File: config.mk
export PLATFORM = sky130hd
export DESIGN_NAME = prle_run
export DESIGN_NICKNAME = d
export VERILOG_FILES = /design/src/rtl/core/prle_pkg.sv /design/src/rtl/core/prle_run.sv
export SDC_FILE = /design/constraint.sdc
export NUM_CORES = 1
export LEC_CHECK = 0
export BUFFER_PORTS_ARGS = -buffer_cell sky130_fd_sc_hd__buf_2
export CAP_MARGIN = 20
export CORE_MARGIN = 3
export CORE_UTILIZATION = 44
export CTS_CLUSTER_SIZE = 10
export DETAILED_ROUTE_END_ITERATION = 16
export PLACE_DENSITY = 0.88
export SKIP_CTS_REPAIR_TIMING = 1
export SYNTH_ARGS = -nofsm -noshare
export SYNTH_HDL_FRONTEND = slang
export SYNTH_SLANG_ARGS = --single-unit
File: constraint.sdc
create_clock -name i_clk -period 3.3 [get_ports i_clk]
set_input_delay 0.99 -clock i_clk [delete_from_list [all_inputs] [get_ports i_clk]]
set_output_delay 0.99 -clock i_clk [all_outputs]
set_load 0.03 [all_outputs]
File: src/rtl/core/prle_pkg.sv
// shared types and constants of the palette run-length encoder
package prle_pkg;

    // default palette size
    localparam int PRLE_DEPTH_DEF = 256;

    // longest run that one result can carry
    localparam logic [15:0] MAX_RUN = 16'hFFFF;

    // colour that a transparent pixel is replaced by
    localparam logic [31:0] ZERO_COLOR = 32'h0000_0000;

    // number of result slots in the output queue
    localparam int OUT_DEPTH = 4;
    localparam int OUT_PTR_W = $clog2(OUT_DEPTH);
    localparam int OUT_CNT_W = $clog2(OUT_DEPTH + 1);

    // item kinds carried on the input tuser bit
    localparam logic CMD_LOAD  = 1'b0;
    localparam logic CMD_PIXEL = 1'b1;

    // one input item as it travels along the cell chain
    typedef struct packed {
        logic        cmd;
        logic [7:0]  slot;
        logic [31:0] color;
        logic        frame_end;
    } t_item;

    // one emitted run
    typedef struct packed {
        logic        frame_done;
        logic [15:0] run_length;
        logic [7:0]  run_index;
    } t_run;

    // up to two runs handed to the output queue in one cycle, in order a then b
    typedef struct packed {
        logic push_a;
        logic push_b;
        t_run run_a;
        t_run run_b;
    } t_push;

endpackage

File: src/rtl/core/prle_run.sv
// run builder: gathers looked-up indices into runs and closes them
module prle_run #(
    parameter int IDX_W = 8
) (
    input  logic             i_clk,
    input  logic             i_rst_n,
    input  logic             i_adv,
    input  logic             i_vld,
    input  prle_pkg::t_item  i_item,
    input  logic             i_found,
    input  logic [IDX_W-1:0] i_idx,
    output prle_pkg::t_push  o_push
);
    import prle_pkg::*;

    logic        r_open;
    logic [7:0]  r_cur_idx;
    logic [15:0] r_cur_cnt;
    logic        n_open;
    logic [7:0]  n_cur_idx;
    logic [15:0] n_cur_cnt;

    logic        w_pix;
    logic [7:0]  w_idx8;
    logic        w_join;
    logic        w_close;
    t_run        w_closed;
    t_run        w_final;

    // pixel index, missing colours take index zero
    assign w_pix  = i_adv && i_vld && (i_item.cmd == CMD_PIXEL);
    assign w_idx8 = i_found ? 8'(i_idx) : 8'd0;
    assign w_join = r_open && (w_idx8 == r_cur_idx) && (r_cur_cnt != MAX_RUN);
    assign w_close = r_open && !w_join;

    // next run state and emitted runs
    always_comb begin
        n_open    = r_open;
        n_cur_idx = r_cur_idx;
        n_cur_cnt = r_cur_cnt;
        if (w_pix) begin
            if (w_join) begin
                n_cur_cnt = r_cur_cnt + 16'd1;
            end else begin
                n_cur_idx = w_idx8;
                n_cur_cnt = 16'd1;
            end
            n_open = 1'b1;
        end

        w_closed.run_index  = r_cur_idx;
        w_closed.run_length = r_cur_cnt;
        w_closed.frame_done = 1'b0;
        w_final.run_index   = n_cur_idx;
        w_final.run_length  = n_cur_cnt;
        w_final.frame_done  = 1'b1;

        o_push.push_a = 1'b0;
        o_push.push_b = 1'b0;
        o_push.run_a  = w_closed;
        o_push.run_b  = w_final;
        if (w_pix) begin
            if (w_close) begin
                o_push.push_a = 1'b1;
                o_push.push_b = i_item.frame_end;
            end else begin
                o_push.push_a = i_item.frame_end;
                o_push.run_a  = w_final;
            end
            if (i_item.frame_end) begin
                n_open    = 1'b0;
                n_cur_cnt = 16'd0;
            end
        end
    end

    // run state
    always_ff @(posedge i_clk) begin
        if (!i_rst_n) begin
            r_open    <= 1'b0;
            r_cur_idx <= 8'd0;
            r_cur_cnt <= 16'd0;
        end else begin
            r_open    <= n_open;
            r_cur_idx <= n_cur_idx;
            r_cur_cnt <= n_cur_cnt;
        end
    end

endmodule

==> results_dict.tcl <==
set metrics [dict create \
    drtIter0Drc 303 \
    start_util_pct 47.0 \
    dp_cells 489 \
    p_sw_mw 0.243 \
    syn_nets 395 \
    synth_area_per_cell_um2 7.30 \
    cts_root_buf "clkbuf_8" \
    layout_common_cells "47 x buf_4, 43 x buf_6, 41 x nand2_1, 25 x dfxtp_1, 20 x nand3_1" \
    finalWorstSetupSlack_ps -469 \
    setup_viol_count_final 43 \
    finalCritPeriodShare_pct 114 \
    seq_power_share_pct 42.6 \
    slew_headroom_pct 58.9 \
    stdcell_count 503 \
    wire_per_inst_um 19.9 \
    worst_setup_path_end_kind "primary output" \
    p_leak_nw 1.70 \
    path_max_fanout 14 \
    path_clk_slew_ps 100 \
    viasPerCell 6.55 \
    synth-seq-area-share_pct 20.2 \
    placementRows 26 \
    power_frac_comb_pct 30.3 \
    final_area_um2 4120 \
    slew_viol_final 0 \
    drive_gt1_share_pct 48.3 \
    grt_pass1_wl_um 13700 \
    final_nets 490 \
    die-area_um2 6560 \
    antenna_left 0 \
    clkPwrFrac_pct 27.0 \
    gp_congestion 0.871 \
    async_reset_ff_share_pct 0 \
    cts_tree "yes" \
    synth_ff_type "dfxtp_1" \
    syn_inst 339 \
    fin_crit_ps 3770 \
    synth_area_um2 2480 \
    clockBufferDepth 2 \
    critPathRequiredTime_ps 2310 \
    p_int_mw 0.492 \
    clk_latency_ps 280 \
    fin_skew_ps 5.91 \
    boundaryPins 107 \
    ys_types 53 \
    core_area_um2 5270 \
    violations "negative setup slack" \
    track_usage_pct 25.8 \
    worst_setup_path_start_kind "input pin" \
    grt_max_degree 37 \
    switching_share_pct 33.1 \
    vdd_drop_max_uv 153 \
    mostFrequentLayoutCell "buf_4" \
    synth_edf_count 0 \
    die_h_um 81.0 \
    drc 0 \
    power_density_nw_per_um2 178 \
    antenna_found_initial 0 \
    fillers 294 \
    dp_hpwl_um 5930 \
    worstSetupPathType "input pin to primary output" \
    rsz0062_at_grt "yes" \
    drtPass1Iterations 5 \
    dpl_cell_area_um2 3510 \
    hp-class "flip-flop to flip-flop" \
    worst_pin_slew_ps 616 \
    grt_overflow_total 0 \
    yosys_warnings 0 \
    diodes 0 \
    wirelength_um 9990 \
    cts_max_level 1 \
    grt_pass1_vias 2973 \
    max_freq_mhz 265 \
    cts.sinks 25 \
    hold_violations 0 \
    routed-via-count 3296 \
    cts_made_buffers 3 \
    status "finished with violations" \
    io_buffer_count 65 \
    syn_to_final_growth_pct 66.5 \
    die_x_um 81.0 \
    max_cap_viol_count 0 \
    ys_ff_latch 25 \
    cp.arrival_ps 2780 \
]
worst paths after layout:
kind	from	to	slack [ps]	cells past startpoint
setup reg to reg	flip-flop	r_cur_cnt[15]$_SDFF_PN0_	840	7
hold reg to reg	r_cur_idx[3]$_SDFF_PN0_	r_cur_idx[3]$_SDFF_PN0_	550	2
hold / removal	r_cur_idx[3]$_SDFF_PN0_	r_cur_idx[3]$_SDFF_PN0_	550	2
setup / recovery	i_idx[6]	o_push[38]	-470	9
logic make-up after synthesis:
kind of cell               count (synthesis)  synth area share, %
adders and majority gates                  1                0.505
other                                      1                0.151
buffers and inverters                     31                 5.96
and+or+nand+nor                          173                 39.5
AOI/OAI and AO/OA                         79                 21.1
muxes                                     24                 10.8
DFF                                       25                 20.2
xor gates and xnor gates                   5                 1.77
cell usage after synthesis, types with 2 or more instances:
cell	count	share of area (%)
mux2_2	14	6.4
inv_1	3	0.45
nand3_1	34	6.9
nor4_1	4	1.0
a31oi_1	5	1.3
nand2_1	42	6.4
nor2b_1	4	1.0
nand4_1	5	1.3
or4b_1	8	3.2
or4b_2	3	1.2
o21a_1	4	1.2
mux2i_1	8	3.2
buf_6	2	0.91
nor3_1	18	3.6
o22ai_1	4	1.0
nor2_1	19	2.9
buf_2	9	1.8
clkbuf_1	15	2.3
nand4b_1	4	1.4
o211ai_1	12	3.6
mux2_4	2	1.2
a32oi_1	3	1.1
a32o_1	2	0.81
o22ai_2	2	1.0
and3_1	5	1.3
a31o_2	3	1.1
and2_1	13	3.3
nand2b_1	2	0.51
a21oi_1	19	3.8
dfxtp_1	25	20
xor2_1	4	1.4
o21ai_0	21	4.2
power by group through the flow:
stage	logic (mW)	clock network, mW	registers [mW]
after floorplan	0.114	0	0.316
after global placement	0.166	0	0.318
after detailed placement	0.171	0	0.319
after CTS	0.172	0.196	0.312
after global routing	0.234	0.211	0.314
final	0.223	0.199	0.313
area by class of cell:
type	instances	area [um2]	share of cell area (%)
Tap cell	70	87.6	2.12
Timing Repair Buffer	118	1140	27.6
Clock buffer	4	45.0	1.09
Multi-Input combinational cell	283	2340	56.8
Inverter	3	11.3	0.273
Sequential cell	25	500	12.1
layer usage:
| metal | part of all wire, % | vias up | track usage [%] |
|---|---|---|---|
| li1 | - | 1447 | - |
| met5 | 0 | - | 0 |
| met3 | 9.0 | 52 | 2.66 |
| met4 | 4.6 | 0 | 10.3 |
| met1 | 38 | 1572 | 32.1 |
| met2 | 49 | 225 | 45.2 |
per-stage QoR:
stage          utilization, %  TNS, ps  setup slack (ps)  power [mW]  hold WS, ps
6_report                 78.3   -12930              -469       0.734          553
5_1_grt                  78.3   -15670              -518       0.759          607
4_1_cts                  67.5   -17650              -529       0.680          547
3_5_place_dp             66.7   -17780              -529       0.489          534
3_3_place_gp             66.7   -15850              -476       0.484          518
2_1_floorplan               -    -2970              -155       0.431          500
state kept, by name, summed over array words and instances (netlist names), named ones only:
register,flops
r_cur_idx,8
r_cur_cnt,16
worst max-delay path, cell delays in order:
cell      delay [ps]
buf_8            100
nand4b_1         180
o22ai_2          250
o22a_1           230
nand3_2          120
buf_12           170
or4b_4           530
nand3_4           70
buf_6            130
(Power assumes the default switching activity.)
