[src/rtl/core/prle_pkg.sv]
// shared types and constants of the palette run-length encoder
package prle_pkg;

    // default palette size
    localparam int PRLE_DEPTH_DEF = 256;

    // longest run that one result can carry
    localparam logic [15:0] MAX_RUN = 16'hFFFF;

    // colour that a transparent pixel is replaced by
    localparam logic [31:0] ZERO_COLOR = 32'h0000_0000;

    // number of result slots in the output queue
    localparam int OUT_DEPTH = 4;
    localparam int OUT_PTR_W = $clog2(OUT_DEPTH);
    localparam int OUT_CNT_W = $clog2(OUT_DEPTH + 1);

    // item kinds carried on the input tuser bit
    localparam logic CMD_LOAD  = 1'b0;
    localparam logic CMD_PIXEL = 1'b1;

    // one input item as it travels along the cell chain
    typedef struct packed {
        logic        cmd;
        logic [7:0]  slot;
        logic [31:0] color;
        logic        frame_end;
    } t_item;

    // one emitted run
    typedef struct packed {
        logic        frame_done;
        logic [15:0] run_length;
        logic [7:0]  run_index;
    } t_run;

    // up to two runs handed to the output queue in one cycle, in order a then b
    typedef struct packed {
        logic push_a;
        logic push_b;
        t_run run_a;
        t_run run_b;
    } t_push;

endpackage

[src/rtl/core/prle_fifo.sv]
// small output queue taking up to two runs per cycle and giving one while the receiver is ready
module prle_fifo (
    input  logic            i_clk,
    input  logic            i_rst_n,
    input  prle_pkg::t_push i_push,
    output logic            o_room2,
    output logic            o_vld,
    output prle_pkg::t_run  o_run,
    input  logic            i_rdy
);
    import prle_pkg::*;

    t_run                 r_mem [OUT_DEPTH];
    logic [OUT_PTR_W-1:0] r_wr;
    logic [OUT_PTR_W-1:0] r_rd;
    logic [OUT_CNT_W-1:0] r_cnt;
    logic [OUT_PTR_W-1:0] n_wr;
    logic [OUT_CNT_W-1:0] n_cnt;
    logic                 w_pop;
    logic [1:0]           w_npush;

    assign w_pop   = o_vld && i_rdy;
    assign w_npush = {1'b0, i_push.push_a} + {1'b0, i_push.push_b};
    assign n_wr    = r_wr + OUT_PTR_W'(w_npush);
    assign n_cnt   = r_cnt + OUT_CNT_W'(w_npush) - OUT_CNT_W'(w_pop);

    assign o_room2 = (r_cnt <= OUT_CNT_W'(OUT_DEPTH - 2));
    assign o_vld   = (r_cnt != '0);
    assign o_run   = r_mem[r_rd];

    // pointers and fill count
    always_ff @(posedge i_clk) begin
        if (!i_rst_n) begin
            r_wr  <= '0;
            r_rd  <= '0;
            r_cnt <= '0;
        end else begin
            r_wr  <= n_wr;
            r_cnt <= n_cnt;
            if (w_pop) begin
                r_rd <= r_rd + OUT_PTR_W'(1);
            end
        end
    end

    // queue storage
    always_ff @(posedge i_clk) begin
        if (i_push.push_a) begin
            r_mem[r_wr] <= i_push.run_a;
        end
        if (i_push.push_b) begin
            r_mem[r_wr + OUT_PTR_W'(1)] <= i_push.run_b;
        end
    end

endmodule
[config.mk]
export PLATFORM = sky130hd
export DESIGN_NAME = prle_fifo
export DESIGN_NICKNAME = d
export VERILOG_FILES = /design/src/rtl/core/prle_pkg.sv /design/src/rtl/core/prle_fifo.sv
export SDC_FILE = /design/constraint.sdc
export NUM_CORES = 1
export LEC_CHECK = 0
export ABC_AREA = 0
export BUFFER_PORTS_ARGS = -buffer_cell sky130_fd_sc_hd__buf_2
export CAP_MARGIN = 20
export CORE_UTILIZATION = 51
export CTS_BUF_LIST = sky130_fd_sc_hd__clkbuf_8 sky130_fd_sc_hd__clkbuf_16
export DETAILED_ROUTE_END_ITERATION = 8
export GPL_TIMING_DRIVEN = 0
export PLACE_DENSITY_LB_ADDON = 0.1
export SETUP_SLACK_MARGIN = 0.4
export SLEW_MARGIN = 30
export SYNTH_ARGS = -nofsm -noshare
export SYNTH_HDL_FRONTEND = slang
export SYNTH_SLANG_ARGS = --single-unit
[constraint.sdc]
create_clock -name i_clk -period 2.85 [get_ports i_clk]
set_clock_uncertainty 0.15 [all_clocks]
set_input_delay 0.1425 -clock i_clk [delete_from_list [all_inputs] [get_ports i_clk]]
set_output_delay 0.1425 -clock i_clk [all_outputs]
set_load 0.02 [all_outputs]
==> out/results.ini, run 1 <==
[detailed_routing]
via_per_inst = 5.363
vias = 3180
final_antenna_net_count = 0
drt_iter0_markers = 136
wl_per_cell_um = 19.13
wirelength_um = 11340
dr.pass1.iters = 4
drc = 0

[cells_and_area]
fin_area_mm2 = 0.006968
layout_commonest_cell = edfxtp_1
diodes = 0
n_fill_cell = 684
area_delta_synth_final_pct = 30.88
multi_input_area_mm2 = 0.002049
drive_gt1_share_pct = 53.48
register_area_mm2 = 0.003183
final_cell_mix = 100 x edfxtp_1, 99 x mux2_2, 84 x buf_2
finalNetCount = 517

[synth]
synth_seq_cells = 109
synth_top_area_share_pct = 56.40
synthTopCellsByArea = edfxtp_1 56%, mux2_2 21%, mux4_2 11%, dfxtp_1 3.4%, ha_1 1.2%
avgSynthCellArea_um2 = 18.36
synth_nets = 351
synth.largest_area_cell = edfxtp_1
ys_seq_area_share_pct = 59.79
synth_area_mm2 = 0.005324
synth_cells = 290
synth.distinct_cells = 28
synth_warnings = 0

[power]
p_per_area_mw_per_mm2 = 676.8
pwr-share-clk_pct = 23.2
p_leak_nw = 2.581
comb_power_share_pct = 32.5
ir_worst_vdd_mv = 0.4778
finalPower_mw = 4.716
swShare_pct = 28.84
seqPwrFrac_pct = 44.3
p_sw_mw = 1.360
p_int_mw = 3.356

[clocking]
path_clk_slew_ns = 0.10
h-tree-depth = 3
clk_path_buf_depth = 2
worstSkewPairLatency_ns = 0.37
cts_tree = done
cts_buffers = 9
clockRootBuffer = clkbuf_8
cts.sinks = 109

[floorplanning]
die_h_um = 104.2
std_cell_rows = 36
die_area_mm2 = 0.01085
ios = 82
start_util_pct = 53.48
fp.coreArea_mm2 = 0.009955
die_w_um = 104.2

[setup_path]
crit_path_start_kind = flip-flop
slowest_stage = dlygate4sd3_1
worst_ep_arrival_time_ns = 2.36
crit_family = buffers and inverters
critPathKind = flip-flop to flip-flop
critPathBufInv = 3
cp_data_required_time_ns = 2.82
critPathMaxStageDelay_ns = 0.57
reg2regPathDepth = 5
path_cells = buf_6 -> nand3b_2 -> clkbuf_4 -> mux2_2 -> dlygate4sd3_1
cp-end-kind = flip-flop
r2r_slack_ns = 0.46
crit_fanout = 10
path_depth = 5

[global_routing]
grt_pass1_vias = 3561
grt.overflow.total = 0
grt_max_degree = 17
antenna_found_initial = 0
grt_usage_pct = 22.32
grt_pass1_wl_um = 18180

[placement]
dp_hpwl_um = 6990
gp_congestion = 0.7217
place_area_mm2 = 0.006031
portBuffers = 81
pre_cts_slack_ns = 0.6663

[timing]
worst_slack_ns = 0.4635
setup_violations = 0
maxSlewViolCount = 0
maxSlewHeadroom_pct = 60.25
period_minus_slack_ns = 2.387
finalHoldViolCount = 0
holdWs_ns = 0.02040
period_share_pct = 83.74
max_freq_ghz = 0.4190
tightest_slew_ns = 0.5940
rsz0062_at_grt = no

[min_path]
whs_path_depth = 3
hold_path_class = input pin to flip-flop

[job]
drv_cap = 0

[outcome]
status = finished clean

==> metal layers <==
layer  share of wire [%]  vias up  GRT usage [%]  routed length [um]
met2                  52       97          39.10                5925
met5                   0        -              0                   0
met3                 4.7       12          3.258                 537
met1                  42     1578          27.65                4710
li1                    -     1493              -                   -
met4                 1.5        0          9.388                 170
==> metrics by stage <==
| stage | util [%] | instances | TNS [ns] |
|---|---|---|---|
| 3_3_place_gp | 59.23 | 504 | -96.75 |
| 2_1_floorplan | - | 290 | -7.471 |
| 5_1_grt | 70.00 | 593 | 0 |
| 4_1_cts | 69.90 | 593 | 0 |
| 6_report | 70.00 | 593 | 0 |
| 3_5_place_dp | 60.58 | 508 | 0 |
==> logic make-up after synthesis <==
kind of cell	share of synthesized area (%)
AO/OA/AOI/OAI	0.6110
AND/OR/NAND/NOR	2.303
buffers and inverters	2.421
adder cells (fa/ha/maj)	1.551
flip-flops	59.79
multiplexers	32.48
XOR/XNOR	0.8460
==> timing repair <==
item                                   CTS  global route
hold buffers                            70             0
endpoints found under the hold margin  109             0
gates resized for setup                  0             5
setup buffers                            0             0
setup endpoints to repair                0            14
==> tightest hold or removal path, stage by stage <==
cell and delay [ns]:
buf_2 0.11, o311ai_0 0.14, mux2i_1 0.10
==> power groups by stage <==
stage	clock, mW	sequential (mW)	combinational [mW]
global route	1.17	2.11	1.64
global placement	0	2.14	1.36
detailed placement	0	2.13	1.46
CTS	1.10	2.09	1.55
finish	1.09	2.09	1.53
floorplan	0	2.11	1.00
==> cell usage after synthesis, drive strengths merged <==
cell and instances:
nand3b 2, o21ai 2, mux4 25, a21oi 1, xnor3 2, nor3b 1, nor2b 2, nor2 2
mux2 100, o31a 1, inv 6, nand2b 3, nand2 2, and2 3, dfxtp 9, edfxtp 100
buf 15, nand3 1, ha 5, o311ai 1, fa 1, clkbuf 1, or3 1, mux2i 4
==> path summary, 6_finish.rpt <==
path	startpoint	endpoint
setup reg to reg	r_wr[1]	r_mem[2][12]
hold / removal	i_rdy	flip-flop
hold reg to reg	r_rd[1]	flip-flop
setup / recovery	r_wr[1]	r_mem[2][12]
==> cell type report <==
class | instances | share of cell area, %
flip-flops and latches | 109 | 45.68
multi-input cells | 159 | 29.41
repair buffers | 155 | 17.27
well taps | 133 | 2.388
clock buffers | 9 | 1.778
plain buffers | 16 | 1.670
clock inverters | 6 | 1.472
inverters | 6 | 0.3232
==> flip-flops by register name, indices dropped and copies added (netlist names), named ones only <==
| name | cells |
|---|---|
| r_rd | 2 |
| r_cnt | 3 |
| r_wr | 2 |
| r_mem | 100 |
Power figures use the tool's default switching activity.
==> inputs of run 2 (changes only) <==
- CORE_UTILIZATION: 51 -> 55
- clock period: 2.85 -> 2.4 ns (I/O delays scaled with it)
==> out/results.ini, run 2 (synthesis gave the netlist of run 1 again) <==
[placement]
gp_congestion = 0.7350
pre_cts_slack_ns = 0.3074
dpl.cell_count = 504
portBuffers = 81
dp_hpwl_um = 6713

[power]
p_per_area_mw_per_mm2 = 805.1
p_int_mw = 3.946
swShare_pct = 29.57
p_sw_mw = 1.657
p_leak_nw = 2.576
ir_worst_vdd_mv = 0.5116
comb_power_share_pct = 35.8
seqPwrFrac_pct = 44.3
pwr-share-clk_pct = 19.9
finalPower_mw = 5.603

[detailed_routing]
drt_iter0_markers = 164
dr.pass1.iters = 4
vias = 3145
wirelength_um = 10980
final_antenna_net_count = 0
wl_per_cell_um = 18.86
via_per_inst = 5.404
drc = 0

[setup_path]
r2r-end = r_cnt[2]
r2r_slack_ns = 0.36
worst_ep_arrival_time_ns = 2.15
reg2regPathDepth = 8
cp_data_required_time_ns = 2.52
crit_path_start_kind = flip-flop
cp-end-kind = flip-flop
r2r-start = r_cnt[1]
startpoint = r_cnt[1]
critPathKind = flip-flop to flip-flop
crit_fanout = 2
worstSetupEndpoint = r_cnt[2]

[clocking]
cts.sinks = 109
path_clk_slew_ns = 0.10
worstSkewPairLatency_ns = 0.36
clockRootBuffer = clkbuf_8
clk_path_buf_depth = 2
cts_tree = done
cts_buffers = 9
h-tree-depth = 3

[min_path]
whs_path_depth = 4
hold_path_class = input pin to flip-flop

[global_routing]
grt.overflow.total = 0
grt_pass1_wl_um = 17060
antenna_found_initial = 0
grt_pass1_vias = 3367
grt_max_degree = 19
grt_usage_pct = 23.15

[cells_and_area]
final_core_util_pct = 74.61
n_fill_cell = 564
fin_cells = 582
final_cell_mix = 100 x edfxtp_1, 99 x mux2_2, 85 x buf_2
layout_commonest_cell = edfxtp_1
drive_gt1_share_pct = 58.06
regMostFlops = r_mem
largest_reg_flops = 100
finalNetCount = 509
area_delta_synth_final_pct = 30.72
reg_top3 = r_mem x100, r_cnt x3
diodes = 0

[floorplanning]
die_area_mm2 = 0.01008
die_h_um = 100.4
die_w_um = 100.4
start_util_pct = 57.08
std_cell_rows = 35
ios = 82
fp.coreArea_mm2 = 0.009328

[timing]
worst_slack_ns = 0.3647
rsz0062_at_grt = yes
period_share_pct = 84.80
setup_violations = 0
tightest_slew_ns = 0.4564
max_freq_ghz = 0.4913
maxSlewViolCount = 0
period_minus_slack_ns = 2.035
finalHoldViolCount = 0
maxSlewHeadroom_pct = 68.70

[job]
drv_cap = 0

[outcome]
status = finished clean

[run 2: cell count changes in the layout (fill, tap and decap cells not counted), moves of 2 or more]
| cell | before | now |
|---|---|---|
| clkinv_4 | 0 | 2 |
| dlygate4sd3_1 | 70 | 52 |
| clkbuf_16 | 0 | 2 |
| clkinv_1 | 2 | 0 |
| clkbuf_4 | 3 | 0 |
| clkbuf_2 | 3 | 1 |
| buf_4 | 4 | 8 |
| buf_12 | 0 | 5 |
| dfxtp_1 | 9 | 6 |
| bufinv_16 | 3 | 1 |
| dfxtp_2 | 0 | 3 |
| buf_6 | 3 | 6 |
[run 2: worst min-delay path by stage]
| stage | startpoint | end | slack [ns] |
|---|---|---|---|
| after floorplan | i_rst_n | r_cnt[0] | 0.09 |
| after global placement | i_rst_n | r_wr[0] | 0.29 |
| after detailed placement | i_rst_n | r_wr[0] | 0.30 |
| after CTS | i_push[51] | r_wr[0] | 0.1 |
| after global routing | i_push[51] | r_wr[0] | 0.15 |
| final | i_push[51] | r_wr[0] | 0.11 |
[run 2: final cells by class]
| type | count | area, um2 | share of cell area [%] |
|---|---|---|---|
| sequential | 109 | 3187 | 45.79 |
| inverter | 6 | 22.52 | 0.3236 |
| buffer | 16 | 161.4 | 2.319 |
| clock inverter | 7 | 73.82 | 1.061 |
| tap | 129 | 161.4 | 2.319 |
| timing repair buffer | 147 | 1177 | 16.92 |
| clock buffer | 9 | 123.9 | 1.780 |
| multi-input combinational | 159 | 2052 | 29.49 |
[run 2: repair_timing]
action | CTS | global route
gates resized for setup | 13 | 7
setup buffers | 7 | 1
endpoints found under the hold margin | 109 | 0
hold buffers | 52 | 0
pin swaps | 1 | 1
setup endpoints to repair | 52 | 23
cloned | 0 | 2
[run 2: metrics by stage]
stage	setup TNS [ns]	hold WS, ns	area, um2
after detailed placement	0	0.3034	6042
after CTS	0	0.09593	6878
after global placement	-80.97	0.2939	5894
after global routing	0	0.1512	6959
after floorplan	0	0.09164	5328
final	0	0.1064	6959
[run 2: layer usage]
metal | vias to the layer above | GRT usage (%) | part of all wire, %
met4 | 0 | 6.132 | 0.50
met3 | 7 | 4.805 | 3.7
met1 | 1581 | 30.35 | 44
li1 | 1493 | - | -
met2 | 64 | 39.52 | 52
met5 | - | 0 | 0
[run 2: power by group through the flow]
| stage | Clock [mW] | Sequential (mW) | Combinational (mW) |
|---|---|---|---|
| 6_report | 1.11 | 2.48 | 2.01 |
| 5_1_grt | 1.21 | 2.51 | 2.15 |
| 4_1_cts | 1.14 | 2.48 | 1.93 |
| 3_5_place_dp | 0 | 2.52 | 1.73 |
| 3_3_place_gp | 0 | 2.53 | 1.62 |
| 2_1_floorplan | 0 | 2.50 | 1.19 |
[run 2: worst max-delay path, cell delays in order (launching register included)]
cell and delay [ns]:
dfxtp_2 0.34, o31a_1 0.31, ha_1 0.27, inv_1 0.05, ha_1 0.13, inv_1 0.05, fa_2 0.33, xnor3_1 0.17
and2_1 0.14
