[src/rtl/core/prle_pkg.sv]
// shared types and constants of the palette run-length encoder
package prle_pkg;

    // default palette size
    localparam int PRLE_DEPTH_DEF = 256;

    // longest run that one result can carry
    localparam logic [15:0] MAX_RUN = 16'hFFFF;

    // colour that a transparent pixel is replaced by
    localparam logic [31:0] ZERO_COLOR = 32'h0000_0000;

    // number of result slots in the output queue
    localparam int OUT_DEPTH = 4;
    localparam int OUT_PTR_W = $clog2(OUT_DEPTH);
    localparam int OUT_CNT_W = $clog2(OUT_DEPTH + 1);

    // item kinds carried on the input tuser bit
    localparam logic CMD_LOAD  = 1'b0;
    localparam logic CMD_PIXEL = 1'b1;

    // one input item as it travels along the cell chain
    typedef struct packed {
        logic        cmd;
        logic [7:0]  slot;
        logic [31:0] color;
        logic        frame_end;
    } t_item;

    // one emitted run
    typedef struct packed {
        logic        frame_done;
        logic [15:0] run_length;
        logic [7:0]  run_index;
    } t_run;

    // up to two runs handed to the output queue in one cycle, in order a then b
    typedef struct packed {
        logic push_a;
        logic push_b;
        t_run run_a;
        t_run run_b;
    } t_push;

endpackage

[src/rtl/core/prle_cell.sv]
// one palette slot of the search chain: holds a colour and matches passing pixels
module prle_cell #(
    parameter int CELL_ID = 0,
    parameter int IDX_W   = 8
) (
    input  logic             i_clk,
    input  logic             i_rst_n,
    input  logic             i_adv,
    input  logic             i_vld,
    input  prle_pkg::t_item  i_item,
    input  logic             i_found,
    input  logic [IDX_W-1:0] i_idx,
    output logic             o_vld,
    output prle_pkg::t_item  o_item,
    output logic             o_found,
    output logic [IDX_W-1:0] o_idx
);
    import prle_pkg::*;

    logic             r_vld;
    logic             r_entry_vld;
    logic [31:0]      r_entry;
    t_item            r_item;
    logic             r_found;
    logic [IDX_W-1:0] r_idx;

    logic w_load_hit;
    logic w_match;

    // load aimed at this slot, or first pixel match along the chain
    assign w_load_hit = i_vld && (i_item.cmd == CMD_LOAD) && (32'(i_item.slot) == 32'(CELL_ID));
    assign w_match    = i_vld && (i_item.cmd == CMD_PIXEL) && !i_found && r_entry_vld &&
                        (r_entry == i_item.color);

    // control state
    always_ff @(posedge i_clk) begin
        if (!i_rst_n) begin
            r_vld       <= 1'b0;
            r_entry_vld <= 1'b0;
        end else if (i_adv) begin
            r_vld <= i_vld;
            if (w_load_hit) begin
                r_entry_vld <= 1'b1;
            end
        end
    end

    // slot colour and item payload
    always_ff @(posedge i_clk) begin
        if (i_adv) begin
            if (w_load_hit) begin
                r_entry <= i_item.color;
            end
            r_item  <= i_item;
            r_found <= i_found || w_match;
            r_idx   <= w_match ? IDX_W'(CELL_ID) : i_idx;
        end
    end

    assign o_vld   = r_vld;
    assign o_item  = r_item;
    assign o_found = r_found;
    assign o_idx   = r_idx;

endmodule

[config.mk]
export PLATFORM = sky130hd
export DESIGN_NAME = prle_cell
export DESIGN_NICKNAME = d
export VERILOG_FILES = /design/src/rtl/core/prle_pkg.sv /design/src/rtl/core/prle_cell.sv
export SDC_FILE = /design/constraint.sdc
export NUM_CORES = 1
export LEC_CHECK = 0
export BUFFER_PORTS_ARGS = -buffer_cell sky130_fd_sc_hd__buf_2
export CELL_PAD_IN_SITES_DETAIL_PLACEMENT = 1
export CELL_PAD_IN_SITES_GLOBAL_PLACEMENT = 1
export CORE_MARGIN = 5
export CORE_UTILIZATION = 43
export CTS_BUF_LIST = sky130_fd_sc_hd__clkbuf_8 sky130_fd_sc_hd__clkbuf_16
export CTS_CLUSTER_DIAMETER = 80
export CTS_CLUSTER_SIZE = 24
export DETAILED_ROUTE_END_ITERATION = 10
export GPL_ROUTABILITY_DRIVEN = 0
export GPL_TIMING_DRIVEN = 0
export PLACE_DENSITY = 0.87
export SLEW_MARGIN = 25
export SYNTH_ARGS = -nofsm -noshare
export SYNTH_HDL_FRONTEND = slang
export SYNTH_SLANG_ARGS = --single-unit
export TNS_END_PERCENT = 50
[constraint.sdc]
create_clock -name i_clk -period 11.5 [get_ports i_clk]
set_input_delay 0.575 -clock i_clk [delete_from_list [all_inputs] [get_ports i_clk]]
set_output_delay 0.575 -clock i_clk [all_outputs]
set_load 0.01 [all_outputs]
==> results of run 1 <==
cell usage after synthesis, drive strengths merged:
cell type / instances
edfxtp: 83
xnor2: 29
nand4: 9
a31oi: 8
inv: 8
nor4: 4
xor2: 3
dfxtp: 2
nor2b: 2
a31o: 1
mux2i: 1
nor2: 1
nor3: 1
o21a: 1
registers in the layout, indices dropped and copies added, names as in the netlist:
signal       cells
r_entry_vld      1
o_idx            8
o_found          1
o_item          42
r_entry         32
o_vld            1
layer usage:
layer  up-vias  wire (um)  part of all wire  track usage
met5         -          9            0.0014            0
met4         2        102             0.016       0.0650
met3        11        437             0.068       0.0409
met2        75       3170              0.49        0.251
met1       885       2700              0.42        0.181
li1        837          -                 -            -
final timing paths:
kind                                  start     endpoint  slack (ps)  cells after the start
worst min-delay path              i_item[0]    o_item[0]         420                      1
worst min register to register  r_entry_vld  r_entry_vld         470                      1
worst max-delay path                  i_adv   r_entry[6]        8960                      6
worst max register to register   r_entry[5]     o_idx[0]        9430                      4
layout make-up:
cell class	count	share of cell area
Tap cell	96	0.0303
Timing Repair Buffer	111	0.142
Inverter	8	0.00758
Multi-Input combinational cell	60	0.121
Clock inverter	6	0.0284
Clock buffer	9	0.0313
Sequential cell	85	0.639
cells by family (layout without fill, tap and decap cells):
kind of cell	count (synthesis)	count (layout)	synth area share
buffers and inverters	8	134	0.00990
multiplexers	1	1	0.00330
XOR/XNOR	32	32	0.0924
AO/OA/AOI/OAI	10	10	0.0219
flip-flops	85	85	0.835
AND/OR/NAND/NOR	17	17	0.0379
power groups by stage:
stage | clock [mW] | combinational, mW | sequential (mW)
floorplan | 0 | 0.00755 | 0.375
global placement | 0 | 0.0480 | 0.366
detailed placement | 0 | 0.0501 | 0.367
CTS | 0.251 | 0.0503 | 0.360
global route | 0.266 | 0.0535 | 0.361
finish | 0.245 | 0.0491 | 0.360
worst max-delay path: stages:
cell and delay, ps:
buf_4 540, nand4_1 230, nor4_2 580, buf_4 270
buf_4 150, buf_2 200
metrics by stage:
| stage | util | setup WS, ps | instance area (um^2) |
|---|---|---|---|
| CTS | 0.580 | 8900 | 3960 |
| global route | 0.580 | 8830 | 3960 |
| detailed placement | 0.545 | 8540 | 3720 |
| global placement | 0.539 | 4620 | 3680 |
| finish | 0.580 | 8960 | 3960 |
| floorplan | - | 6910 | 3030 |
cell usage in the layout (no fill, tap or decap), drive strengths merged:
cell    synthesis  layout
nor4            4       4
dfxtp           2       2
clkinv          0       3
nor3            1       1
a31oi           8       8
buf             0     111
a31o            1       1
clkbuf          0       9
nor2b           2       2
o21a            1       1
nor2            1       1
mux2i           1       1
xnor2          29      29
xor2            3       3
bufinv          0       3
edfxtp         83      83
nand4           9       9
inv             8       8
==> run summary, run 1 <==
The first global-routing pass estimated 9.83 mm of wire. The number of hold violations in the final report came to 0. The share of total power dissipated in combinational logic is 0.075.

The number of buffers between clock root and the deepest sink is 2. The area taken by flip-flops and latches is around 2500 um^2. Relative to the synthesized area, the layout overhead comes to 30.5%. The ratio of total power to cell area is 165 nW/um^2. The total die area is about 8800 um^2. Of the total power, the share spent switching nets is 0.203.

The die width is 94 um. The worst slack on hold paths is roughly 420 ps. The via count of the first global-routing pass came out at slightly below 2000. The final layout contains 330 nets. The final number of setup-violating endpoints came out at 0. The setup skew after layout is between 8 and 9 ps.

The part of the cycle the worst path needs came out at 0.221. Of the synthesized area, sequential elements account for 0.835. The CTS tree is yes.

The clock slew seen by the registers of the worst setup and hold paths came out at 80 ps. The element type at the critical path end is a flop. The number of DRC violations after detailed-routing iteration 0 came out at 55. Setup repair after global routing left no endpoint under its margin. The count of synthesis-stage warnings from yosys is 0. In this run the vertical extent of the chip is between 90 and 100 um.

Once detailed placement completed, the half-perimeter wirelength came to about 5 mm. The total length of routed wires is 6.42 mm. The number of different library cells used by synthesis comes to 15. Buffers added to address setup during post-CTS repair amount to 0. The number of gates resized after CTS is 0.

The transition time at the pin with the least slew margin is 903 ps. The critical path data required time came out at 11540 ps. The count of H-tree levels built during CTS is 3.

The average wire per standard cell is between 15 and 20 um. For this configuration, the core starts out at a cell density of 0.444. The largest vdd supply drop came out at 0.105 mV. The static leakage came out at 1.52 nW. The clock insertion delay at the later pin of the skew report came out at 340 ps. The hold buffer count at cts is 0. The total overflow reported by the global router came out at 0. The maximum number of pins on one net before global-route repair came out at 54. Derived from the worst setup path, the maximum achievable clock frequency is just under 400 MHz. The initial antenna violation count came out at 1. The tree is rooted in a clkbuf_8. The count of vias placed by the detailed router came out at 1810. The internal power contribution came out at 0.520 mW. The portion of total power attributed to the clock network is 0.374. The data arrival time of the critical path came out at 2580 ps. The area of the mapped netlist came out at roughly 3000 um^2. The max capacitance violation total is 0. The worst hold-check path type is input pin to flop. After synthesis the netlist holds a flip-flop and latch count of between 80 and 90. The area of the core region came out at 6830 um^2.

The post-synth net total came out at 208. The max-slew violation total from the final report is 0. The count of buffers added on input and output ports is 106.

The instance count after placement with tap cells included is 360. The DRC violation count after routing came out at 0. Clock tree synthesis found a total of 85 sinks. Setup total negative slack on the finished layout was measured at 0 ps.

Pin placement for this block handled 107 I/O pins. The floorplan row count is 30. The share of final-layout standard cells stronger than drive strength 1 is 0.462. The sequential group share of total power came out at 0.550.

The number of inserted diodes came out at 0. edfxtp_1 takes more of the synthesized area than any other cell. The net switching power came out at about 0.13 mW. Synthesis handed over a netlist of 153 instances.

The critical path is of the input pin to flop type. Across every metal layer, demand over resource in global routing totals 0.150. The per-cell via count in the routed design is 4.83. The total of fill cells in the finished design came out at 689. The flow ran to the end, and the final reports show no timing, DRC or antenna violations. The largest driver fanout on the critical path is 53. After synthesis, the cell types taking the most area are edfxtp_1 82%, xnor2_1 8.4%, nand4_1 1.9%, a31oi_1 1.6%, dfxtp_1 1.3%. The detail route stage leaves a number of antenna-violating nets equal to 0. The number of standard cells in the layout, taps in and fillers out came out at roughly 380.

The shortest period the worst path allows is between 2000 and 3000 ps. The top cell type's share of synthesized area came out at 0.821. After synthesis, the mean cell area works out to 19.8 um^2.

The clock buffer count from CTS is 9. The design draws 0.653 mW. The area taken by multi-input logic gates is 478 um^2. In this run the tightest slew margin relative to its limit is 0.393. The total iterations of the first detailed-routing run came out at 4. The category of the worst setup path launch point is an input pin.
(Power assumes the default switching activity.)
==> inputs of run 2 (changes only) <==
CORE_UTILIZATION = 40   (was 43)
PLACE_DENSITY = 0.82   (was 0.87)
clock period = 2.4 ns   (was 11.5 ns; I/O delays follow)
==> run summary, run 2 (synthesis results as in run 1) <==
The transition time at the pin with the least slew margin is 868 ps (was 903 ps). The area of the core region is 7330 um^2 (was 6830 um^2). The maximum number of pins on one net before global-route repair came out at 54 (unchanged).

The count of vias placed by the detailed router is 1969 (was 1810). The number of buffers between clock root and the deepest sink is 2 (unchanged). The share of final-layout standard cells stronger than drive strength 1 came out at 0.403 (was 0.462). The post-place setup slack came out at 41.8 ps (was 8540 ps). The CTS tree was yes (unchanged).

The area taken by multi-input logic gates is 492 um^2 (was 478 um^2). The die extent in y was 97.1 um (was 94 um). The total length of routed wires is 7.53 mm (was 6.42 mm). The number of flip-flops under the largest register name came out at 42 (unchanged). The signed area change from the synthesized netlist to the final layout came out at 44.5% (was 30.5%). The worst-case headroom to the max-slew limit was 0.416 (was 0.393). The worst slack on hold paths came out at 84.0 ps (was 416 ps). The average wire per standard cell is 17.8 um (was 17.1 um). The wire length of the first global-routing pass is 11.9 mm (was 9.83 mm).

Run status: finished clean (unchanged). The worst-path cell with the longest stage delay is nor4_2 (unchanged). The setup skew after layout is 13.3 ps (was 8.17 ps). The category of the critical setup timing path was input pin to flop (unchanged).

The worst setup margin is 329 ps (was 8960 ps). The clock buffer count from CTS came out at 9 (unchanged). The number of I/O port buffers came to 106 (unchanged). The remaining number of nets flagged by the antenna check after routing is 0 (unchanged). The category of the worst setup path launch point is an input pin (unchanged). The sum of net half-perimeters after detailed placement came out at 4.78 mm (was 4.86 mm). The total overflow reported by the global router came out at 0 (unchanged). The max-slew violation total from the final report came out at 0 (unchanged). The CTS sink count is 85 (unchanged). The number of standard cells in the layout, taps in and fillers out is 424 (was 375). The count of H-tree levels built during CTS came out at 3 (unchanged). The clock slew seen by the registers of the worst setup and hold paths came to 70 ps (was 80 ps).

The critical path data required time came out at 2440 ps (was 11540 ps). The cell family contributing the most delay on the critical path is simple AND/OR/NAND/NOR gates (was buffers and inverters). The initial cell density of the core was 0.414 (was 0.444). The total of fill cells in the finished design is 716 (was 689). The total die area came out at 9430 um^2 (was 8840 um^2).

The cell chosen for the clock root was clkbuf_8 (unchanged). The initial antenna violation count came out at 0 (was 1). The total iterations of the first detailed-routing run is 4 (unchanged). The shortest period the worst path allows is 2070 ps.

The total number of nets in the final design came to 376 (was 330). The data arrival time of the critical path came to 2110 ps (was 2580 ps). The final number of setup-violating endpoints is 0 (unchanged). The number of buffers and inverters on the critical path came out at 2 (was 4). The number of DRC violations after detailed-routing iteration 0 was 76 (was 55).

The max capacitance violation total is 0 (unchanged). The part of the cycle the worst path needs is 0.863. The per-cell via count in the routed design came out at 4.64 (was 4.83). The maximum cell stage delay along the critical path came to 790 ps (was 580 ps). Static timing analysis puts the maximum clock frequency at 483 MHz.

The element type at the critical path end was a flop (unchanged). The commonest non-fill, non-tap cell in the layout is buf_2 (unchanged). The via count of the first global-routing pass is 2200 (was 1936). Critical-path cell list: dlygate4sd3_1, buf_2, xnor2_1, nand4_1, nor4_2, a31oi_1 (was buf_4, nand4_1, nor4_2, buf_4, buf_4, buf_2). The number of gates resized after CTS came to 0 (unchanged).

The instance count after placement with tap cells included came out at 360 (unchanged). The number of hold violations in the final report is 0 (unchanged). Commonest cells after routing, fill and taps aside: 105 x buf_2, 83 x edfxtp_1, 43 x dlygate4sd3_1, 29 x xnor2_1, 10 x inv_1 (was 108 x buf_2, 83 x edfxtp_1, 29 x xnor2_1, 9 x nand4_1, 9 x clkbuf_8). The floorplan row count is 31 (was 30).

The largest vdd supply drop is 0.402 mV (was 0.105 mV). The ratio of total power to cell area is 678 nW/um^2 (was 165 nW/um^2). The number of inserted diodes is 0 (unchanged). The die width came out at 97.1 um (was 94 um).

The area taken by flip-flops and latches came out at 2530 um^2 (unchanged). The I/O pin count came out at 107 (unchanged). The clock insertion delay at the later pin of the skew report is 340 ps (about the same).

The worst hold-check path type is input pin to flop (unchanged). The largest driver fanout on the critical path came out at 9 (was 53). Unrepaired setup endpoints after global routing: no (unchanged). The DRC violation count after routing was 0 (unchanged). The global-route usage over all layers came out at 0.164 (was 0.150). The static leakage came out at 1.69 nW (was 1.52 nW).
## run 2: through the flow
step | instance area (um^2) | setup TNS [ps] | utilization | power [mW]
after floorplan | 3050 | 0 | - | 1.83
after global placement | 3700 | -32620 | 0.505 | 1.99
after detailed placement | 3720 | 0 | 0.508 | 2.00
after CTS | 4320 | 0 | 0.590 | 2.99
after global routing | 4380 | 0 | 0.598 | 3.11
final | 4380 | 0 | 0.598 | 2.97
## run 2: power breakdown
| group | internal (mW) | total (mW) | switching (mW) |
|---|---|---|---|
| registers | 1.71 | 1.72 | 0.0180 |
| logic | 0.147 | 0.298 | 0.151 |
| clock network | 0.467 | 0.948 | 0.481 |
| total | 2.32 | 2.97 | 0.650 |
## run 2: path summary, 6_finish.rpt
path              cells past startpoint           to  slack, ps        start
setup / recovery                      6     o_idx[4]        330   i_item[19]
hold / removal                        2      o_found         80      i_found
hold reg to reg                       1  r_entry_vld        480  r_entry_vld
setup reg to reg                      4     o_idx[4]        400  r_entry[10]
## run 2: routing by layer
layer,up-vias,routed length (um),track usage
met4,0,36,0.0454
met3,5,468,0.0546
li1,920,-,-
met2,68,4050,0.296
met5,-,0,0
met1,976,2980,0.183
## run 2: timing repair
action | 4_1_cts | 5_1_grt
buffers inserted | 0 | 6
hold buffers | 42 | 1
endpoints found under the setup margin | 0 | 23
endpoints found under the hold margin | 71 | 2
## run 2: layout make-up
cell class,instances,area share
Sequential cell,85,0.578
Timing Repair Buffer,157,0.234
Multi-Input combinational cell,60,0.112
Clock buffer,9,0.0283
Tap cell,99,0.0283
Clock inverter,6,0.0131
Inverter,8,0.00685
